<file path="src/rtl/efct_pkg.sv">
// ----------------------------------------------------------------------------
// Encoder frame check package
// Types, constants and the CRC-8 helper shared by the encoder frame checker.
// ----------------------------------------------------------------------------
`default_nettype none

package efct_pkg;

  localparam int unsigned PosW      = 18;
  localparam int unsigned FrameW    = 32;
  localparam int unsigned CfgIndexW = 2;
  localparam int unsigned CfgDataW  = 18;

  localparam logic [7:0]      CRC_POLY          = 8'h97;
  localparam logic [PosW-1:0] POS_HALF          = 18'd131072;
  localparam logic [PosW-1:0] DEFAULT_THRESHOLD = 18'd60000;
  localparam logic [1:0]      DEFAULT_MAX_REJ   = 2'd2;

  // Configuration register indexes.
  localparam logic [CfgIndexW-1:0] REG_POSITION_OFFSET = 2'd0;
  localparam logic [CfgIndexW-1:0] REG_JUMP_THRESHOLD  = 2'd1;
  localparam logic [CfgIndexW-1:0] REG_MAX_REJECTS     = 2'd2;

  typedef enum logic [1:0] {
    ST_ACCEPT  = 2'd0,
    ST_CRC_ERR = 2'd1,
    ST_ENC_ERR = 2'd2,
    ST_REJECT  = 2'd3
  } status_e;

  typedef struct packed {
    logic [FrameW-1:0] frame_word;
    logic              offset_request;
  } enc_in_t;

  typedef struct packed {
    logic [PosW-1:0] position;
    logic            connected;
    logic [1:0]      frame_status;
  } enc_out_t;

  typedef struct packed {
    logic [PosW-1:0] position_offset;
    logic [PosW-1:0] jump_threshold;
    logic [1:0]      max_rejects;
  } cfg_t;

  typedef struct packed {
    logic [PosW-1:0] held_position;
    logic            link_ok;
    logic [1:0]      reject_count;
    logic            offset_pending;
  } track_t;

  // One data byte through the CRC-8 register, MSB first.
  function automatic logic [7:0] crc8_byte(input logic [7:0] crc_in, input logic [7:0] data);
    logic [7:0] c;
    c = crc_in ^ data;
    for (int k = 0; k < 8; k++) begin
      c = c[7] ? ({c[6:0], 1'b0} ^ CRC_POLY) : {c[6:0], 1'b0};
    end
    return c;
  endfunction

endpackage

`default_nettype wire

</file>
<file path="src/rtl/encoder_frame_check_and_track.sv">
// An accepted item passes the input register, then the result register.
// Throughput: one item per cycle unless out_stall_i stalls; the tracking state is
// read and updated in the same cycle that the item leaves for the result register.
// Reset clears both valid flags and the tracking state, and loads the
// configuration registers with offset 0, threshold 60000 and reject limit 2.
// ----------------------------------------------------------------------------
// Encoder frame check and track
// Checks absolute-encoder frames and tracks the offset-corrected position.
// ----------------------------------------------------------------------------
`default_nettype none

module encoder_frame_check_and_track (
  input  wire logic                           clk_i,
  input  wire logic                           rst_ni,
  input  wire logic                           in_valid_i,
  output logic                                in_stall_o,
  input  wire efct_pkg::enc_in_t              in_data_i,
  output logic                                out_valid_o,
  input  wire logic                           out_stall_i,
  output efct_pkg::enc_out_t                  out_data_o,
  input  wire logic                           cfg_valid_i,
  output logic                                cfg_ready_o,
  input  wire logic [efct_pkg::CfgIndexW-1:0] cfg_index_i,
  input  wire logic [efct_pkg::CfgDataW-1:0]  cfg_data_i
);

  efct_pkg::cfg_t     cfg;
  efct_pkg::track_t   state_q, state_d;
  efct_pkg::status_e  status;
  efct_pkg::enc_in_t  s1_data_q;
  efct_pkg::enc_out_t out_data_q;
  logic               s1_valid_q;
  logic               out_valid_q;
  logic               advance;

  efct_cfg u_cfg (
    .clk_i       (clk_i),
    .rst_ni      (rst_ni),
    .cfg_valid_i (cfg_valid_i),
    .cfg_ready_o (cfg_ready_o),
    .cfg_index_i (cfg_index_i),
    .cfg_data_i  (cfg_data_i),
    .cfg_o       (cfg)
  );

  efct_judge u_judge (
    .item_i   (s1_data_q),
    .cfg_i    (cfg),
    .state_i  (state_q),
    .state_o  (state_d),
    .status_o (status)
  );

  // The input register drains whenever the result register is free or leaving.
  assign advance     = s1_valid_q && (!out_valid_q || !out_stall_i);
  assign in_stall_o  = s1_valid_q && !advance;
  assign out_valid_o = out_valid_q;
  assign out_data_o  = out_data_q;

  always_ff @(posedge clk_i or negedge rst_ni) begin
    if (!rst_ni) begin
      s1_valid_q  <= 1'b0;
      out_valid_q <= 1'b0;
      state_q     <= '0;
    end else begin
      if (!in_stall_o) begin
        s1_valid_q <= in_valid_i;
      end
      if (advance) begin
        out_valid_q <= 1'b1;
        state_q     <= state_d;
      end else if (!out_stall_i) begin
        out_valid_q <= 1'b0;
      end
    end
  end

  always_ff @(posedge clk_i) begin
    if (in_valid_i && !in_stall_o) begin
      s1_data_q <= in_data_i;
    end
    if (advance) begin
      out_data_q.position     <= state_d.held_position;
      out_data_q.connected    <= state_d.link_ok;
      out_data_q.frame_status <= status;
    end
  end

`ifndef SYNTHESIS
  a_accept_connects : assert property (@(posedge clk_i) disable iff (!rst_ni)
    out_valid_o && (out_data_o.frame_status == efct_pkg::ST_ACCEPT) |-> out_data_o.connected)
    else $error("accepted frame without connected flag");

  a_crc_disconnects : assert property (@(posedge clk_i) disable iff (!rst_ni)
    out_valid_o && (out_data_o.frame_status == efct_pkg::ST_CRC_ERR) |-> !out_data_o.connected)
    else $error("CRC mismatch left encoder connected");

  a_reject_holds : assert property (@(posedge clk_i) disable iff (!rst_ni)
    advance && (status != efct_pkg::ST_ACCEPT) |=>
      $stable(state_q.held_position))
    else $error("position changed on a frame that was not accepted");

  a_stall_needs_item : assert property (@(posedge clk_i) disable iff (!rst_ni)
    in_stall_o |-> s1_valid_q && out_valid_q)
    else $error("input stalled with no item waiting");
`endif

endmodule

`default_nettype wire

</file>
<file path="src/rtl/efct_cfg.sv">
// ----------------------------------------------------------------------------
// Encoder frame check configuration registers
// Holds the position offset, jump threshold and reject limit.
// ----------------------------------------------------------------------------
`default_nettype none

module efct_cfg (
  input  wire logic                             clk_i,
  input  wire logic                             rst_ni,
  input  wire logic                             cfg_valid_i,
  output logic                                  cfg_ready_o,
  input  wire logic [efct_pkg::CfgIndexW-1:0]   cfg_index_i,
  input  wire logic [efct_pkg::CfgDataW-1:0]    cfg_data_i,
  output efct_pkg::cfg_t                        cfg_o
);

  efct_pkg::cfg_t cfg_q;

  assign cfg_ready_o = 1'b1;
  assign cfg_o       = cfg_q;

  always_ff @(posedge clk_i or negedge rst_ni) begin
    if (!rst_ni) begin
      cfg_q.position_offset <= '0;
      cfg_q.jump_threshold  <= efct_pkg::DEFAULT_THRESHOLD;
      cfg_q.max_rejects     <= efct_pkg::DEFAULT_MAX_REJ;
    end else if (cfg_valid_i) begin
      case (cfg_index_i)
        efct_pkg::REG_POSITION_OFFSET: cfg_q.position_offset <= cfg_data_i;
        efct_pkg::REG_JUMP_THRESHOLD:  cfg_q.jump_threshold  <= cfg_data_i;
        efct_pkg::REG_MAX_REJECTS:     cfg_q.max_rejects     <= cfg_data_i[1:0];
        default: ;
      endcase
    end
  end

endmodule

`default_nettype wire

</file>
<file path="src/rtl/efct_judge.sv">
// ----------------------------------------------------------------------------
// Encoder frame judge
// Checks the frame CRC and error bit, and decides on the position update.
// ----------------------------------------------------------------------------
`default_nettype none

module efct_judge (
  input  wire efct_pkg::enc_in_t  item_i,
  input  wire efct_pkg::cfg_t     cfg_i,
  input  wire efct_pkg::track_t   state_i,
  output efct_pkg::track_t        state_o,
  output efct_pkg::status_e       status_o
);

  logic [7:0]                crc0, crc1, crc2;
  logic                      crc_ok;
  logic                      pending;
  logic [efct_pkg::PosW-1:0] raw_pos;
  logic [efct_pkg::PosW-1:0] new_pos;
  logic [efct_pkg::PosW-1:0] delta;
  logic [efct_pkg::PosW-1:0] mag;
  logic                      reject;

  assign crc0    = efct_pkg::crc8_byte(8'h00, item_i.frame_word[31:24]);
  assign crc1    = efct_pkg::crc8_byte(crc0, item_i.frame_word[23:16]);
  assign crc2    = efct_pkg::crc8_byte(crc1, item_i.frame_word[15:8]);
  assign crc_ok  = (~crc2 == item_i.frame_word[7:0]);
  assign pending = state_i.offset_pending | item_i.offset_request;

  assign raw_pos = item_i.frame_word[31:14];
  assign new_pos = raw_pos + cfg_i.position_offset;
  assign delta   = new_pos - state_i.held_position;
  // Shortest-way magnitude; a half-turn difference stays at 2^17.
  assign mag     = (delta <= efct_pkg::POS_HALF) ? delta : ('0 - delta);
  assign reject  = (state_i.reject_count < cfg_i.max_rejects) && !pending &&
                   (mag > cfg_i.jump_threshold);

  always_comb begin
    state_o                = state_i;
    state_o.offset_pending = pending;
    status_o               = efct_pkg::ST_ACCEPT;
    if (!crc_ok) begin
      state_o.link_ok = 1'b0;
      status_o        = efct_pkg::ST_CRC_ERR;
    end else if (!item_i.frame_word[9]) begin
      status_o = efct_pkg::ST_ENC_ERR;
    end else if (reject) begin
      state_o.reject_count = state_i.reject_count + 2'd1;
      status_o             = efct_pkg::ST_REJECT;
    end else begin
      state_o.held_position  = new_pos;
      state_o.link_ok        = 1'b1;
      state_o.reject_count   = '0;
      state_o.offset_pending = 1'b0;
    end
  end

endmodule

`default_nettype wire
</file>
<file path="config.mk">
export PLATFORM = sky130hd
export DESIGN_NAME = encoder_frame_check_and_track
export DESIGN_NICKNAME = d
export VERILOG_FILES = /design/src/rtl/efct_pkg.sv /design/src/rtl/encoder_frame_check_and_track.sv /design/src/rtl/efct_cfg.sv /design/src/rtl/efct_judge.sv
export SDC_FILE = /design/constraint.sdc
export NUM_CORES = 1
export LEC_CHECK = 0
export ABC_CLOCK_PERIOD_IN_PS = 13300
export BUFFER_PORTS_ARGS = -buffer_cell sky130_fd_sc_hd__buf_2
export CAP_MARGIN = 20
export CORE_MARGIN = 10
export CORE_UTILIZATION = 65
export DETAILED_ROUTE_END_ITERATION = 10
export HOLD_SLACK_MARGIN = 0.02
export MAX_ROUTING_LAYER = met4
export PLACE_DENSITY_LB_ADDON = 0.2
export SYNTH_ARGS = -nofsm -noshare
export SYNTH_HDL_FRONTEND = slang
export SYNTH_SLANG_ARGS = --single-unit
</file>
<file path="constraint.sdc">
create_clock -name clk_i -period 13.3 [get_ports clk_i]
set_input_delay 0.665 -clock clk_i [delete_from_list [all_inputs] [get_ports clk_i]]
set_output_delay 0.665 -clock clk_i [all_outputs]
set_load 0.03 [all_outputs]
</file>
== After elaboration in Yosys (flattened, before gate mapping) ==
Cells that the tools add are included.
Storage, ports and cells
  flip-flop bits (word level): 116
  bits in latches: 0
  memory bits (writable): 0
  bits in read-only memories: 0
  bits of input ports: 58
  output and inout bits: 24
  word-level logic and storage cells: 105
  memories kept: 0
Cells by class
  $add $sub $neg: 4
  multiply operators: 0
  divide/modulo/power cells: 0
  order comparisons: 3
  equality and inequality tests: 4
  shifts and indexed selects: 0
  mux-type cells: 36
  bitwise logic cells: 28
  reduce and logical (&&, ||, !) cells: 16
Operator list (number)
  2-to-1 mux 8 bit: 24
  inverter 5 bit: 24
  2-to-1 mux 18 bit: 2
  2-to-1 mux 22 bit: 1
  2-to-1 mux 19 bit: 1
  adder 18 bit: 1
  > comparator 18 bit: 1
  less-or-equal comparator 18 bit, second input constant: 1
  subtractor 1 x 18 -> 18 bit, first input constant: 1
  subtractor 18 bit: 1
  XOR 8 bit: 2
  equality test 8 bit: 1
  inverter 8 bit: 1
  2-to-1 mux 2 bit: 3
  AND reduction 2 bit: 3
  logical AND 1 bit: 5
  logical NOT 1 bit: 5
  2-to-1 mux 1 bit: 5
  AND reduction 3 bit: 1
  adder 2 x 1 -> 2 bit, second input constant: 1
  equality test 2 x 1 -> 1 bit, second input constant: 1
  equality test 2 bit, second input constant: 1
  logical NOT 2 bit: 1
  < comparator 2 bit: 1
  other kinds (3): 3

== Depth between registers and ports, before layout ==
  depth after elaboration: 53
  gate-level depth with buffers: 40
  gate-level depth less buffers: 36

== Cells and area by module ==
Synthesis repeated with hierarchy kept, for this count alone.
Unflattened totals
  cells, all modules: 670
  area, all modules: 7875.1 µm²
Modules (own cells, without submodules)
  efct_judge: instances 1, cells each 478, area each 3814.9 µm², sequential area each 0.0 µm²
  encoder_frame_check_and_track: instances 1, cells each 108, area each 2539.9 µm², sequential area each 2222.1 µm²
  efct_cfg: instances 1, cells each 84, area each 1520.2 µm², sequential area each 960.9 µm²

== Worst setup path after synthesis ==
OpenSTA, ideal clock, no wires.
  path kind: reg-to-reg
  start: register s1_data_q[15] (netlist name)
  end: register state_q[10] (netlist name)
  setup time: 0.125 ns
  arrival time: 6.962 ns
  required time: 13.175 ns
  setup slack: 6.213 ns
  cell stages (with the launch flop): 38
  buffers on the path: 4
  period minus slack after synthesis: 7.087 ns
  path through: edfxtp_1 -> ha_1 -> inv_1 -> fa_1 -> nor2b_1 -> o21ai_0 -> a21boi_0 -> o21ai_0 -> a211oi_1 -> nand2b_1 -> xor2_1 -> ha_1 -> a21oi_1 -> o21bai_1 -> o31a_1 -> a2bb2oi_1 -> o211a_1 -> o211ai_1 -> (+2 left out) -> o21ai_0 -> clkbuf_1 -> nor2_1 -> a21oi_1 -> ha_1 -> nor2b_1 -> o21a_1 -> o21a_1 -> o211ai_1 -> a21boi_0 -> o221ai_1 -> a21oi_1 -> or3b_1 -> buf_2 -> nand2b_4 -> buf_6 -> buf_6 -> mux2_4
Between the ends
  cells in the longest elaborated chain, start to end: 16
  elaborated cells on any way between the ends: 28
  classes of those cells: 3 x add/sub; 2 x order compare; 1 x eq/ne; 12 x mux; 9 x bitwise; 1 x reduce/logical
Ends and longest elaborated chain
  from (decl): RTL line encoder_frame_check_and_track.sv:30  | efct_pkg::enc_in_t s1_data_q;
  from (signal assigned): RTL line encoder_frame_check_and_track.sv:80  | s1_data_q <= in_data_i;
  parallel branches: the longest is 15 deep, another holds adder 18 bit
  2-to-1 mux 18 bit *: RTL line efct_judge.sv:42  | if (!crc_ok) begin
  to (signal assigned): RTL line encoder_frame_check_and_track.sv:71  | state_q <= state_d;
  to (decl): RTL line encoder_frame_check_and_track.sv:28  | efct_pkg::track_t state_q, state_d;
Mark *: on every way between the ends.
A chain may end at the register's enable or synchronous reset.

== Worst setup path in the final report ==
  start: register s1_data_q[15] (netlist name)
  end: register state_q[7] (netlist name)
The elaborated chain is that of the path after synthesis.

==> summary.md <==
| Metric | Value |
|---|---|
| Unique cell type count in the Yosys netlist | 62 |
| Synth Flop Type | edfxtp_1 |
| Ys async rst share | around 53% |
| Mux share of post-synthesis cell area | between 10 and 15% |
| # fillers | between 700 and 800 |
| Reg area | 3180 um2 |
| Critical Path End Type | flop |
| Skew final | 8.96 ps |
| Hold crit path type | input pin to asynchronous set/reset pin |
| Core Area | approximately 11,000 um2 |
| Post-DP HPWL | 13.2 mm |
| Initial antenna violation count | 0 |
| Setup TNS | 0 ps |
| Share of the synthesized area in the top cell type | between 20% and 30% |
| Number of max-cap violations | 0 |
| Total GRT Usage | 22.3% |
| Die height | roughly 130 um |
| Area delta synth->final | 15.5% |
| Vias per cell | slightly below 6 |
| Most frequent cell after synthesis | ha_1 |
| Worst skew pair latency | approximately 420 ps |
| RSZ-0062 raised after global routing | false |
| Drt wl/cell | between 15 and 20 um |
| Synth Area in Compound Gates | 11.7% |
| H-tree depth | 4 |
| First-pass GRT wire length | between 20 and 30 mm |
| CP Buf/Inv Count | 2 |
| Worst path max stage delay | between 800 and 900 ps |
| Relative slew slack | 32.0% |
| Drt total wl | ~18 mm |
| Share of cells above drive strength 1 | roughly a quarter |
| CP max stage cell | or3b_1 |
| Syn_nets | 806 |
| Worst EP required | 13,600 ps |
| Post-CTS Resized | 0 |
| Cells after Synth | 691 |
| Largest cells by area after synthesis | edfxtp_1, dfrtp_1, ha_1 |
| GPL Wtd Cong | 0.935 |
| Final hold viol count | 0 |
| Area of the multi-input gates | 4220 um2 |
| Cell Pwr Density | between 200 and 300 nW/um2 |
| Crit path max fanout | 24 |
| DR vias | about 5,600 |
| Post-CTS setup buffer count | 0 |
| Root buf cell | clkbuf_16 |
| Fmax achieved | ~110 MHz |
| Vias in the first global route | roughly 5,800 |
| Clock sink count | 116 |
| Cell taking the most area after synthesis | edfxtp_1 |
| Actual slew at the worst max-slew pin | around 1000 ps |
| FF+latch count, synth | 116 |
| CP arrival | ~9000 ps |
| Net count, final | 897 |
| Setup violators final | 0 |
| Worst vdd ir | approximately 0.00024 V |
| Buffers on Ports | 80 |
| Die area | approximately 17,000 um2 |
| Total CTS buffers | 17 |
| Synth Area per Inst | about 11 um2 |
| Router iterations before antenna repair | 5 |
| Largest net degree at the start of global routing | 63 |
| Hold_ws | roughly 420 ps |
| Sequential fraction of the synthesis area | roughly two fifths |
| Synth Cell Area | 7660 um2 |
| Post-synth EDFFs | 54 |
| DRC viols | 0 |
| Synth Area in Simple Gates | between 10 and 15% |
| CTS tree | built |
| Fraction of the mapped netlist area in adder cells | roughly a tenth |
| Run status | complete, no violations |
| Gr ovfl total | 0 |
| ANT cells | 0 |
| Starting Density | between 60% and 70% |
| Initial drt markers | 571 |
| Hold_buf cts | 0 |
| Synth Area in XOR/XNOR | a little over an eighth |
| Largest family of logic cells by synthesized area | XOR/XNOR gates |
| Die X | about 130 um |
| Max-slew violation count | 0 |
| Post-route design area | ~9000 um2 |
| Rows | 39 |
| Static leakage | around 4 nW |
| CP Launch Type | flop |
| Final Cycle Share | around two thirds |
| Kind of critical path | flop to flop |
| CP delay by family, top | compound AO/OA/AOI/OAI gates |
| Min Tclk post-route | about 8700 ps |
| Max clock buf depth | 2 |
| Io pins | 82 |
| Detail Route Antenna Nets | 0 |
| CTS clk-pin slew, worst paths | roughly 60 ps |
| Synth warnings | 0 |
| Area post-placement | 8220 um2 |
| Top post-synthesis cells by count | ha_1, dfrtp_1, edfxtp_1, inv_1, mux2_2 |
## worst reg2reg max path: cells and delay by family, from the launching register on
| kind | cells | cell delay, ps |
|---|---|---|
| compound gates | 15 | 3140 |
| simple gates | 9 | 2600 |
| fa+ha+maj | 4 | 1210 |
| xor+xnor | 2 | 520 |
| flops | 1 | 450 |
| mux | 1 | 380 |
| buf+inv | 2 | 270 |
## metal layers
metal / global-route usage [%] / vias to the layer above / routed length (um)
met5: - / - / 0
met4: 9.63 / 0 / 494
met3: 5.34 / 39 / 1050
met2: 36.8 / 203 / 8700
met1: 25.3 / 2677 / 7310
li1: - / 2658 / -
## stage by stage
| step | worst slack [ps] | util [%] | total power [mW] | std cells |
|---|---|---|---|---|
| 3_5_place_dp | 4950 | 71.7 | 1.79 | 906 |
| 4_1_cts | 4800 | 77.1 | 2.29 | 938 |
| 6_report | 4600 | 77.1 | 2.30 | 938 |
| 3_3_place_gp | 5390 | 71.7 | 1.73 | 906 |
| 5_1_grt | 4030 | 77.1 | 2.47 | 938 |
| 2_1_floorplan | 6210 | - | 1.52 | 691 |
## registers in the layout, indices dropped and copies added (netlist names)
name / count
u_cfg.cfg_o: 38
s1_data_q: 33
state_q: 22
out_data_o: 21
s1_valid_q: 1
out_valid_o: 1
## cell type report
class	instances	share of cell area [%]
multi-input combinational	509	47.7
inverter	54	2.29
clock buffer	19	5.01
tap	143	2.02
clock inverter	13	2.05
sequential	116	36.0
timing repair buffer	84	4.87
## placed cells by master (no fill, tap or decap), types with 5 or more instances in the layout
master	instances
or2_2	8
ha_1	55
nor2b_1	16
nor3_1	15
nand3_1	8
dfstp_2	8
a21o_1	13
edfxtp_1	54
o21ai_0	28
clkbuf_16	17
o211ai_1	5
mux2_2	54
o21a_1	8
nand2b_1	8
a211oi_1	5
buf_2	80
a21oi_1	44
dfrtp_1	54
nand2_1	29
xnor2_1	49
inv_1	54
mux2_4	10
xnor3_1	10
a31oi_1	5
xor2_1	28
nor2_1	44
and3_1	6
## worst paths after layout
| path | from | to | slack [ps] | depth (start not counted) |
|---|---|---|---|---|
| worst min register to register | s1_valid_q | out_valid_o | 500 | 1 |
| worst max register to register | s1_data_q[15] | state_q[7] | 4600 | 33 |
| worst min-delay path | rst_ni | state_q[6] | 420 | 2 |
| max in group asynchronous | rst_ni | u_cfg.cfg_o[34] | 12350 | 2 |
| worst max-delay path | s1_data_q[15] | state_q[7] | 4600 | 33 |
| min in group clk_i | in_data_i[1] | s1_data_q[1] | 420 | 1 |
## where the power goes
| part | internal (mW) | total (mW) | switching, mW | leakage [nW] |
|---|---|---|---|---|
| Clock | 0.317 | 0.481 | 0.164 | 0.295 |
| Sequential | 0.451 | 0.492 | 0.0410 | 1.26 |
| Combinational | 0.592 | 1.33 | 0.737 | 2.48 |
| Total | 1.36 | 2.30 | 0.943 | 4.03 |
## cell families after synthesis
logic type	count (synthesis)
and+or+nand+nor	153
other	1
muxes	66
xor gates and xnor gates	93
DFF	116
adders and majority gates	57
buffers and inverters	66
AOI/OAI and AO/OA	139
Note: power is estimated with default switching activity, not from simulation.
